### src/rtl/core/sac_pkg.sv
// Types and constants of the set-associative write-back cache.
// Used by every module of the block; depends on nothing.
package sac_pkg;

	localparam int WORD_W     = 32;
	localparam int WORDS      = 4;
	localparam int WIDX_W     = 2;
	localparam int SET_W      = 4;
	localparam int TAG_W      = 4;
	localparam int WAYS       = 4;
	localparam int WAY_W      = 2;
	localparam int SETS       = 16;
	localparam int AGE_W      = 2;
	localparam int LIDX_W     = SET_W + WAY_W;
	localparam int BLK_W      = TAG_W + SET_W;
	localparam int MEM_BLOCKS = 1 << BLK_W;
	localparam int LINES      = SETS * WAYS;
	localparam int COST_W     = 16;
	localparam int CFG_DATA_W = 10;

	typedef enum logic [1:0] {
		FN_READ  = 2'd0,
		FN_WRITE = 2'd1,
		FN_FLUSH = 2'd2,
		FN_NONE  = 2'd3
	} func_e_t;

	typedef enum logic [1:0] {
		REG_HIT       = 2'd0,
		REG_FILL      = 2'd1,
		REG_WRITEBACK = 2'd2,
		REG_NONE      = 2'd3
	} reg_idx_t;

	typedef logic [WORDS-1:0][WORD_W-1:0] line_t;

	typedef struct packed {
		logic [1:0]  func;
		logic [11:0] address;
		logic [31:0] write_data;
	} req_t;

	typedef struct packed {
		logic [1:0]  ack_kind;
		logic        hit;
		logic [3:0]  set_num;
		logic [15:0] cost_cycles;
		logic [31:0] read_data;
	} rsp_t;

	typedef struct packed {
		func_e_t           func;
		logic [TAG_W-1:0]  tag;
		logic [SET_W-1:0]  set;
		logic [WIDX_W-1:0] widx;
		logic [WORD_W-1:0] wdata;
	} op_t;

	typedef struct packed {
		logic [7:0] hit_cycles;
		logic [9:0] fill_cycles;
		logic [9:0] writeback_cycles;
	} cfg_t;

	typedef struct packed {
		logic             valid;
		logic             dirty;
		logic [TAG_W-1:0] tag;
		logic [AGE_W-1:0] age;
	} meta_t;

endpackage

### src/rtl/core/sac_front.sv
// Front end: accepts request items, splits the address and queues decoded items.
// Depends on sac_pkg.
module sac_front (
	input  logic          clk,
	input  logic          arst_n,
	input  logic          req_valid,
	output logic          req_ready,
	input  sac_pkg::req_t req,
	output logic          op_valid,
	output sac_pkg::op_t  op,
	input  logic          op_pop
);
	import sac_pkg::*;

	op_t        fifo_q [2];
	logic       wr_ptr_q;
	logic       rd_ptr_q;
	logic [1:0] count_q;
	op_t        dec;
	logic       push;

	always_comb begin
		dec.func  = func_e_t'(req.func);
		dec.widx  = req.address[3:2];
		dec.set   = req.address[7:4];
		dec.tag   = req.address[11:8];
		dec.wdata = req.write_data;
	end

	assign req_ready = (count_q != 2'd2);
	assign push      = req_valid && req_ready;
	assign op_valid  = (count_q != 2'd0);
	assign op        = fifo_q[rd_ptr_q];

	always_ff @(posedge clk) begin
		if (push) begin
			fifo_q[wr_ptr_q] <= dec;
		end
	end

	always_ff @(posedge clk or negedge arst_n) begin
		if (!arst_n) begin
			wr_ptr_q <= 1'b0;
			rd_ptr_q <= 1'b0;
			count_q  <= 2'd0;
		end else begin
			if (push) begin
				wr_ptr_q <= ~wr_ptr_q;
			end
			if (op_pop) begin
				rd_ptr_q <= ~rd_ptr_q;
			end
			count_q <= count_q + {1'b0, push} - {1'b0, op_pop};
		end
	end

endmodule

### config.mk
export PLATFORM = sky130hd
export DESIGN_NAME = sac_front
export DESIGN_NICKNAME = d
export VERILOG_FILES = /design/src/rtl/core/sac_pkg.sv /design/src/rtl/core/sac_front.sv
export SDC_FILE = /design/constraint.sdc
export NUM_CORES = 1
export LEC_CHECK = 0
export ABC_CLOCK_PERIOD_IN_PS = 3250
export BUFFER_PORTS_ARGS = -buffer_cell sky130_fd_sc_hd__buf_2
export CELL_PAD_IN_SITES_DETAIL_PLACEMENT = 2
export CELL_PAD_IN_SITES_GLOBAL_PLACEMENT = 2
export CORE_ASPECT_RATIO = 0.6
export CORE_UTILIZATION = 38
export DETAILED_ROUTE_END_ITERATION = 10
export HOLD_SLACK_MARGIN = 0.05
export PLACE_DENSITY = 0.85
export SLEW_MARGIN = 0
export SYNTH_ARGS = -nofsm -noshare
export SYNTH_HDL_FRONTEND = slang
export SYNTH_SLANG_ARGS = --single-unit
### constraint.sdc
create_clock -name clk -period 3.25 [get_ports clk]
set_clock_uncertainty 0.05 [all_clocks]
set_input_delay 0.325 -clock clk [delete_from_list [all_inputs] [get_ports clk]]
set_output_delay 0.325 -clock clk [all_outputs]
set_load 0.01 [all_outputs]
==> results of run 1 <==
## power by group through the flow
stage / registers, uW / logic, uW / clock network (uW)
6_report: 1790 / 1260 / 983
5_1_grt: 1820 / 1350 / 1060
4_1_cts: 1800 / 1290 / 1020
3_5_place_dp: 1820 / 1280 / 0
3_3_place_gp: 1780 / 1240 / 0
2_1_floorplan: 1720 / 922 / 0
## layer usage
layer  GRT usage (%)  vias up
met5               0        -
met4            5.36        0
met3            8.44        6
met2            26.2       64
met1            17.2      884
li1                -      812
## Yosys cell counts
library cell / n
xor2_1: 1
xnor2_1: 3
buf_6: 5
nor3b_2: 1
or2_2: 1
a21oi_2: 1
nor2_1: 1
mux2_4: 39
a21bo_1: 1
nand2b_1: 1
nand2_1: 1
ha_1: 1
and3_1: 1
edfxtp_1: 88
dfrtp_1: 4
mux2_1: 5
## worst max-delay path: cells and delay by family (launching register included)
kind | cells | cell delay, ps
flops | 1 | 820
mux | 1 | 330
buf+inv | 2 | 450
## per-stage QoR
step	area (um^2)	hold WS (ps)	util (%)
4_1_cts	4440	107	50.5
6_report	4440	127	50.5
5_1_grt	4440	106	50.5
2_1_floorplan	3550	-20.6	-
3_5_place_dp	4150	86.6	47.3
3_3_place_gp	4150	88.5	47.3
## cell usage in the layout, fill, tap and decap left out, types with 2 or more instances in the layout
master	instances
mux2_1	5
buf_2	93
clkbuf_1	3
dfrtp_1	3
edfxtp_1	88
xnor2_1	3
buf_12	2
clkbuf_16	9
mux2_4	39
## area by class of cell
| type | count | area, um^2 | area share, % |
|---|---|---|---|
| clock buffer | 12 | 236 | 5.33 |
| clock inverter | 3 | 38.8 | 0.874 |
| multi-input combinational | 57 | 756 | 17.0 |
| sequential | 92 | 2740 | 61.8 |
| tap | 112 | 140 | 3.16 |
| timing repair buffer | 97 | 523 | 11.8 |
## how the worst min path moves through the flow
stage	startpoint	cells past startpoint	to	slack, ps
2_1_floorplan	arst_n	0	count_q[0]	-20
3_3_place_gp	arst_n	1	count_q[1]	90
3_5_place_dp	arst_n	1	count_q[1]	90
4_1_cts	req[27]	1	fifo_q[0][27]	110
5_1_grt	req[15]	1	fifo_q[0][15]	110
6_report	req[38]	1	fifo_q[0][36]	130
## cell families (layout without fill, tap and decap cells)
logic type / after synthesis / count (layout) / synth area share [%]
AO/OA/AOI/OAI: 2 / 2 / 0.529
multiplexers: 44 / 44 / 18.1
adder cells (fa/ha/maj): 1 / 1 / 0.353
XOR/XNOR: 4 / 4 / 0.988
flip-flops: 92 / 92 / 77.3
buffers and inverters: 5 / 112 / 1.59
AND/OR/NAND/NOR: 6 / 6 / 1.09
## sequential cells by signal, indices dropped and copies added (netlist names)
signal,flops
rd_ptr_q,1
count_q,2
fifo_q,88
wr_ptr_q,1
==> metrics.md, run 1 <==
| Metric | Value |
|---|---|
| Setup WS pre-CTS | 1240 ps |
| Row count | 26 |
| Gr usage total | 15.7% |
| TritonCTS buffer count | 9 |
| Final Wtd Congestion | 0.664 |
| R2r endpoint | fifo_q[1][15] |
| DP HPWL | 5.05 mm |
| CTS Sinks | 92 |
| First-pass GRT wire length | 10.8 mm |
| Net Sw Power | 1160 uW |
| RR Startpoint | count_q[1] |
| Flop pwr share | 44.4% |
| Synth cell types | 16 |
| WL met3 | 632 um |
| # Post-CTS Setup Buffers | 0 |
| Pwr/cell area | 907 nW/um^2 |
| Critical path's largest stage delay | 820 ps |
| Top post-synthesis cells by area | edfxtp_1 75%, mux2_4 17%, dfrtp_1 2.8% |
| # DRC | 0 |
| Vias post-DR | 1766 |
| Max layer used | met4 |
| Worst skew pair latency | 330 ps |
| # H-tree levels | 3 |
| Wire per inst | 19.0 um |
| Worst min path class | in2reg |
| Grt ovf | 0 |
| Endpoint type of the worst setup path | output pin |
| WL met1 | 2.84 mm |
| ANT nets after route | 0 |
| Critical Path, Cell by Cell | buf_12 > mux2_4 > buf_2 |
| Antenna violations before repair | 0 |
| Synthesis-to-layout area growth | 25.2% |
| Post-route setup TNS | 0 ps |
| Top cell type's share of synthesized area | 74.5% |
| Critical Path Source | rd_ptr_q |
| Number of global-route vias before repair | 2029 |
| Part of the Yosys area used for sequential elements | 77.3% |
| Fin crit share | 72.1% |
| Effective utilization at floorplan | 40.4% |
| Outcome | complete, no violations |
| Clock power frac | 24.4% |
| Critical Path RT | 2870 ps |
| Met2 Wirelength | 3.54 mm |
| Setup Viol. Count Final | 0 |
| Synth area leader | edfxtp_1 |
| Startpoint types | flip-flop |
| Leakage | 0.00178 uW |
| DR vias/cell | 4.73 |
| Antenna Cells | 0 |
| Non-Filler Instances | 373 |
| Horiz. Die Dim | 127 um |
| Die ar. | 9730 um^2 |
| Cells after Synth | 154 |
| CTS root buffer | clkbuf_16 |
| Final Worst Setup Slack | 907 ps |
| Hold-fix buffers, CTS | 1 |
| Max-slew violations | 0 |
| Maximum VDD drop | 0.000402 V |
| CP Class | reg2out |
| Slowest cell on the critical path | dfrtp_2 |
| FILL cells | 792 |
| Nets | 308 |
| Die H | 76.8 um |
| Final hold violations | 0 |
| Share of cells above drive strength 1 | 58.2% |
| CTS clk-pin slew, worst paths | 60 ps |
| Warnings, synthesis | 0 |
| Initial DRC count | 53 |
| Post-CTS sizing | 0 |
| Synthesized area | 3550 um^2 |
| Slew Limit Headroom | 52.9% |
| Total power | 4030 uW |
| Placed cells | 357 |
| PortBufs | 93 |
| Clk buf depth | 2 |
| Max frequency | 0.427 GHz |
| Core region area | 8780 um^2 |
| Mapped Nets | 205 |
| CTS tree | done |
| CP Data Arrival Time | 1970 ps |
| Tmin final | 2340 ps |
| Comb power frac | 31.2% |
| Io pins | 96 |
| Largest net degree at the start of global routing | 29 |
| DR pass1 iterations | 4 |
| Avg Inst Size Synth | 23.0 um^2 |
| Worst slew pin tran | 707 ps |
| Sw frac | 28.7% |
| CP endpoint | op[41] |
| Crit path max fanout | 25 |
| WL final | 7.08 mm |
| FF-to-FF path depth | 3 |
| P_int | 2870 uW |
| R2R Setup Slk | 1330 ps |
| RSZ-0062 raised after global routing | no |
| Max-cap violations | 0 |
| Synth Register Bits | 92 |
No activity file was read; power rests on OpenSTA's default activity.
==> inputs of run 2 (changes only) <==
- ABC_AREA: default -> 1
- ABC_CLOCK_PERIOD_IN_PS: 3250 -> 2100
- CORE_UTILIZATION: 38 -> 34
- PLACE_DENSITY: 0.85 -> 0.82
- clock period: 3.25 -> 2.1 ns (I/O delays scaled with it)
==> run 2 against run 1 <==
Against the previous run: setup slack lost 690 ps; register-to-register slack lost 920 ps; utilization shrank 1.2 points; non-clock buffer count grew 48; via count grew 13%; largest cell class unchanged.
==> metrics.md, run 2 <==
| Metric | Value |
|---|---|
| Critical Path, Cell by Cell | buf_4 > mux2_2 > buf_2 |
| Cells after Synth | 164 |
| Top post-synthesis cells by area | edfxtp_1 74%, mux2_4 16%, dfrtp_1 2.8% |
| Avg Inst Size Synth | 21.8 um^2 |
| PortBufs | 93 |
| FF-to-FF path depth | 11 |
| Slowest cell on the critical path | mux2_2 |
| Register area | 2740 um^2 |
| Critical Path Source | rd_ptr_q |
| Non-Filler Instances | 455 |
| Pwr/cell area | 1300 nW/um^2 |
| Final Instance Area | 4950 um^2 |
| Async set or reset register ratio after synthesis | 4.35% |
| Warnings, synthesis | 0 |
| Biggest regs | fifo_q x88, count_q x2 |
| RSZ-0062 raised after global routing | no |
| Post-CTS sizing | 0 |
| Synth Register Bits | 92 |
| Top cell type's share of synthesized area | 73.8% |
| Effective utilization at floorplan | 35.6% |
| RR Startpoint | count_q[0] |
| Critical Path RT | 1840 ps |
| TritonCTS buffer count | 9 |
| Leakage | 0.00201 uW |
| Synthesized area | 3580 um^2 |
| Die H | 81.5 um |
| Startpoint types | flip-flop |
| Horiz. Die Dim | 135 um |
| Maximum VDD drop | 0.000505 V |
| FILL cells | 912 |
| CTS Sinks | 92 |
| Most frequent cell after synthesis | edfxtp_1 |
| Synth cell types | 14 |
| Largest register FFs | 88 |
| Row count | 28 |
| Max layer used | met4 |
| Worst skew pair latency | 340 ps |
| Main synth FF type | edfxtp_1 |
| WL met1 | 3.14 mm |
| Gr usage total | 15.4% |
| Most frequent cells in the layout | 93 x buf_2, 88 x edfxtp_1, 46 x dlygate4sd3_1, 39 x mux2_4, 10 x nand2_1 |
| Crit path max fanout | 23 |
| Number of synthesized flops with an enable pin | 88 |
| CTS tree | done |
| # H-tree levels | 3 |
| Final Wtd Congestion | 0.680 |
| Endpoint type of the worst setup path | output pin |
| CP endpoint | op[43] |
| Initial DRC count | 40 |
| Max frequency | 0.531 GHz |
| Commonest cells in the netlist | 88 x edfxtp_1, 39 x mux2_4, 10 x nand2_1 |
| Synthesis-to-layout area growth | 38.3% |
| Nets | 366 |
| Core region area | 10100 um^2 |
| Fin crit share | 89.7% |
| CTS clk-pin slew, worst paths | 60 ps |
| Number of global-route vias before repair | 2349 |
| WL final | 7.91 mm |
| DR vias/cell | 4.39 |
| DR pass1 iterations | 4 |
| Setup Viol. Count Final | 0 |
| Antenna violations before repair | 0 |
| Final hold violations | 0 |
| Die ar. | 11000 um^2 |
| Critical path's largest stage delay | 390 ps |
| Cells on Worst Hold Path | 3 |
| Hold-fix buffers, CTS | 46 |
| ANT nets after route | 0 |
| Share of cells above drive strength 1 | 49.4% |
| R2R Setup Slk | 410 ps |
| Multi-input logic area | 744 um^2 |
| DP HPWL | 4.93 mm |
| CP Data Arrival Time | 1620 ps |
| Cell area after placement | 4190 um^2 |
| Tmin final | 1880 ps |
| Grt ovf | 0 |
| Placed cells | 393 |
| Clk buf depth | 2 |
| Largest net degree at the start of global routing | 24 |
| Met2 Wirelength | 4.03 mm |
| Io pins | 96 |
| Commonest non-fill, non-tap cell in the layout | buf_2 |
| # DRC | 0 |
| Wire per inst | 17.4 um |
| Max-cap violations | 0 |
| Max-slew violations | 0 |
| # Post-CTS Setup Buffers | 0 |
| R2r endpoint | count_q[1] |
| CTS root buffer | clkbuf_16 |
| Vias post-DR | 1996 |
| CP Class | reg2out |
| First-pass GRT wire length | 11.9 mm |
| Synth area leader | edfxtp_1 |
| Worst slew pin tran | 425 ps |
| Antenna Cells | 0 |
| Slew Limit Headroom | 71.7% |
| Part of the Yosys area used for sequential elements | 76.6% |
| Outcome | complete, no violations |
| Worst min path class | in2reg |
| Top reg by flops | fifo_q |
| Mapped Nets | 215 |
| WL met3 | 645 um |
run 2: area by class of cell:
type | count | area share, %
Sequential cell | 92 | 55.4
Timing Repair Buffer | 145 | 19.6
Multi-Input combinational cell | 62 | 15.0
Clock buffer | 10 | 4.62
Tap cell | 135 | 3.41
Clock inverter | 6 | 1.59
Inverter | 5 | 0.379
run 2: cells by family (layout without fill, tap and decap cells):
logic type      after synthesis  in the layout  share of synthesized area [%]
simple gates                 15             15                           1.71
fa+ha+maj                     1              1                          0.349
mux                          44             44                           17.9
flops                        92             92                           76.6
buf+inv                      10            166                           3.07
compound gates                1              1                          0.140
xor+xnor                      1              1                          0.245
run 2: how the worst min path moves through the flow:
| stage | startpoint | to | slack [ps] |
|---|---|---|---|
| 4_1_cts | req_valid | wr_ptr_q | 100 |
| 6_report | req_valid | wr_ptr_q | 110 |
| 2_1_floorplan | arst_n | count_q[0] | -140 |
| 5_1_grt | req_valid | wr_ptr_q | 120 |
| 3_5_place_dp | arst_n | wr_ptr_q | -20 |
| 3_3_place_gp | arst_n | wr_ptr_q | -20 |
run 2: where the power goes:
| part | internal (uW) | leakage [uW] | total (uW) | switching (uW) |
|---|---|---|---|---|
| logic | 1050 | 0.00100 | 2140 | 1090 |
| clock network | 1030 | 0.000145 | 1660 | 633 |
| registers | 2510 | 0.000863 | 2630 | 125 |
| total | 4590 | 0.00201 | 6430 | 1840 |
run 2: worst max-delay path: cells and delay by family (launching register included):
| kind | cells | cell delay, ps |
|---|---|---|
| mux | 1 | 390 |
| flops | 1 | 360 |
| buf+inv | 2 | 520 |
run 2: per-stage QoR:
| step | setup slack [ps] | TNS, ps | total power [uW] | utilization, % | hold WS, ps |
|---|---|---|---|---|---|
| floorplan | -214 | -18070 | 4170 | - | -136 |
| global placement | 529 | 0 | 4670 | 41.6 | -23.9 |
| detailed placement | 390 | 0 | 4780 | 41.6 | -21.4 |
| CTS | 188 | 0 | 6520 | 49.3 | 98.6 |
| global route | 139 | 0 | 6760 | 49.3 | 125 |
| finish | 217 | 0 | 6440 | 49.3 | 107 |
run 2: routing by layer:
layer / vias to the layer above / track usage [%]
li1: 926 / -
met1: 987 / 15.7
met2: 71 / 28.0
met3: 12 / 7.78
met4: 0 / 5.06
met5: - / 0
==> inputs of run 3 (changes only) <==
- ABC_CLOCK_PERIOD_IN_PS: 2100 -> 1600
- clock period: 2.1 -> 1.6 ns (I/O delays scaled with it)
==> run 3 against run 2 <==
Against the previous run: the flow now finishes with violations (negative setup slack); register-to-register slack worse by 280 ps; critical path type unchanged; hold slack got worse by 21 ps; combinational power increased by 66%; die area did not move; cell area up 6.0%; critical endpoint is now op[1]; routed wire length is 10% higher; non-clock buffer count did not move; final cell count stayed put; total power increased by 42%; global-route usage rose by 2.0 points; critical path depth unchanged; sequential power is 33% higher; largest cell class unchanged.
==> metrics.md, run 3 (synthesis results as in run 2) <==
| Metric | Value |
|---|---|
| Outcome | finished, violations left |
| Violated checks | negative setup slack |
| Fin crit share | 105% |
| Maximum VDD drop | 0.000875 V |
| Placed cells | 393 |
| DP HPWL | 5.07 mm |
| Clk buf depth | 2 |
| FILL cells | 904 |
| Initial DRC count | 61 |
| Pwr/cell area | 1740 nW/um^2 |
| Share of cells above drive strength 1 | 51.2% |
| Tmin final | 1680 ps |
| Leakage | 0.00212 uW |
| Worst skew pair latency | 330 ps |
| CTS clk-pin slew, worst paths | 60 ps |
| Multi-input logic area | 767 um^2 |
| DR vias/cell | 4.42 |
| # H-tree levels | 3 |
| Antenna violations before repair | 0 |
| Max-slew violations | 0 |
| Largest net degree at the start of global routing | 24 |
| Post-route setup TNS | -1640 ps |
| Final Wtd Congestion | 0.664 |
| Antenna Cells | 0 |
| Final hold violations | 0 |
| Row count | 28 |
| Top reg by flops | fifo_q |
| Final Worst Setup Slack | -76.2 ps |
| Most frequent cells in the layout | 88 x edfxtp_1, 59 x buf_2, 46 x dlygate4sd3_1, 41 x mux2_4, 34 x buf_6 |
| WL final | 8.71 mm |
| Gr usage total | 17.4% |
| Grt ovf | 0 |
| CP Class | reg2out |
| Critical Path RT | 1390 ps |
| CP Data Arrival Time | 1470 ps |
| Setup Viol. Count Final | 44 |
| First-pass GRT wire length | 13.3 mm |
| Vias post-DR | 2009 |
| DR pass1 iterations | 3 |
| TritonCTS buffer count | 9 |
| PortBufs | 93 |
| Endpoint type of the worst setup path | output pin |
| Effective utilization at floorplan | 35.6% |
| Register area | 2740 um^2 |
| ANT nets after route | 0 |
| CTS Sinks | 92 |
| Crit path max fanout | 23 |
| Nets | 366 |
| CTS tree | done |
| Synthesis-to-layout area growth | 46.6% |
| Worst slew pin tran | 189 ps |
| Max frequency | 0.597 GHz |
| Largest register FFs | 88 |
| Wire per inst | 19.1 um |
| Max-cap violations | 0 |
| Horiz. Die Dim | 135 um |
| Die H | 81.5 um |
| Number of global-route vias before repair | 2309 |
| # Post-CTS Setup Buffers | 0 |
| RSZ-0062 raised after global routing | yes |
| Core region area | 10100 um^2 |
| Slew Limit Headroom | 87.4% |
| Startpoint types | flip-flop |
| Biggest regs | fifo_q x88, count_q x2 |
| Io pins | 96 |
| # DRC | 0 |
| CTS root buffer | clkbuf_16 |
| Commonest non-fill, non-tap cell in the layout | edfxtp_1 |
| Non-Filler Instances | 455 |
| Die ar. | 11000 um^2 |
| Worst min path class | in2reg |
==> run 3: metrics by stage <==
step / hold WS, ps / area (um^2) / util [%] / worst slack (ps) / total power, uW
after CTS: 76.0 / 5250 / 52.2 / -104 / 9190
after detailed placement: -68.2 / 4270 / 42.5 / 84.6 / 6470
after floorplan: -186 / 3610 / - / -149 / 5500
after global placement: -75.8 / 4270 / 42.5 / 200 / 6350
after global routing: 98.9 / 5250 / 52.2 / -132 / 9580
final: 86.4 / 5250 / 52.2 / -76.2 / 9140
==> run 3: worst paths after layout <==
| path | slack (ps) | cells past startpoint | startpoint | end |
|---|---|---|---|---|
| setup reg to reg | 130 | 11 | count_q[1] | count_q[1] |
| max in group asynchronous | 1250 | 2 | arst_n | rd_ptr_q |
| min in group asynchronous | 110 | 2 | arst_n | wr_ptr_q |
| hold reg to reg | 490 | 1 | count_q[0] | count_q[0] |
| hold / removal | 90 | 3 | req_valid | wr_ptr_q |
| setup / recovery | -80 | 3 | rd_ptr_q | op[1] |
==> run 3: metal layers <==
metal	global-route usage [%]	up-vias	share of wire (%)
li1	-	930	-
met1	18.0	998	39
met2	32.8	72	53
met3	7.28	9	6.8
met4	5.06	0	0.87
met5	0	-	0
==> run 3: cell type report <==
class / instances / share of cell area, %
well taps: 135 / 3.22
multi-input cells: 62 / 14.6
inverters: 5 / 0.357
repair buffers: 145 / 24.0
flip-flops and latches: 92 / 52.3
clock inverters: 7 / 1.29
clock buffers: 9 / 4.29
==> run 3: what timing repair did <==
| action | 4_1_cts | 5_1_grt |
|---|---|---|
| hold buffers | 46 | 0 |
| gates resized for setup | 36 | 2 |
| hold endpoints to repair | 93 | 0 |
| pin swaps | 0 | 1 |
| setup endpoints to repair | 44 | 45 |
==> run 3: where the power goes <==
group / internal [uW] / switching, uW
Sequential: 3290 / 206
Combinational: 1980 / 1570
Clock: 1200 / 888
Total: 6470 / 2660
==> run 3: worst max-delay path, stage by stage (launching register included) <==
cell,delay (ps)
dfrtp_2,410
buf_12,220
mux2_2,350
buf_2,140
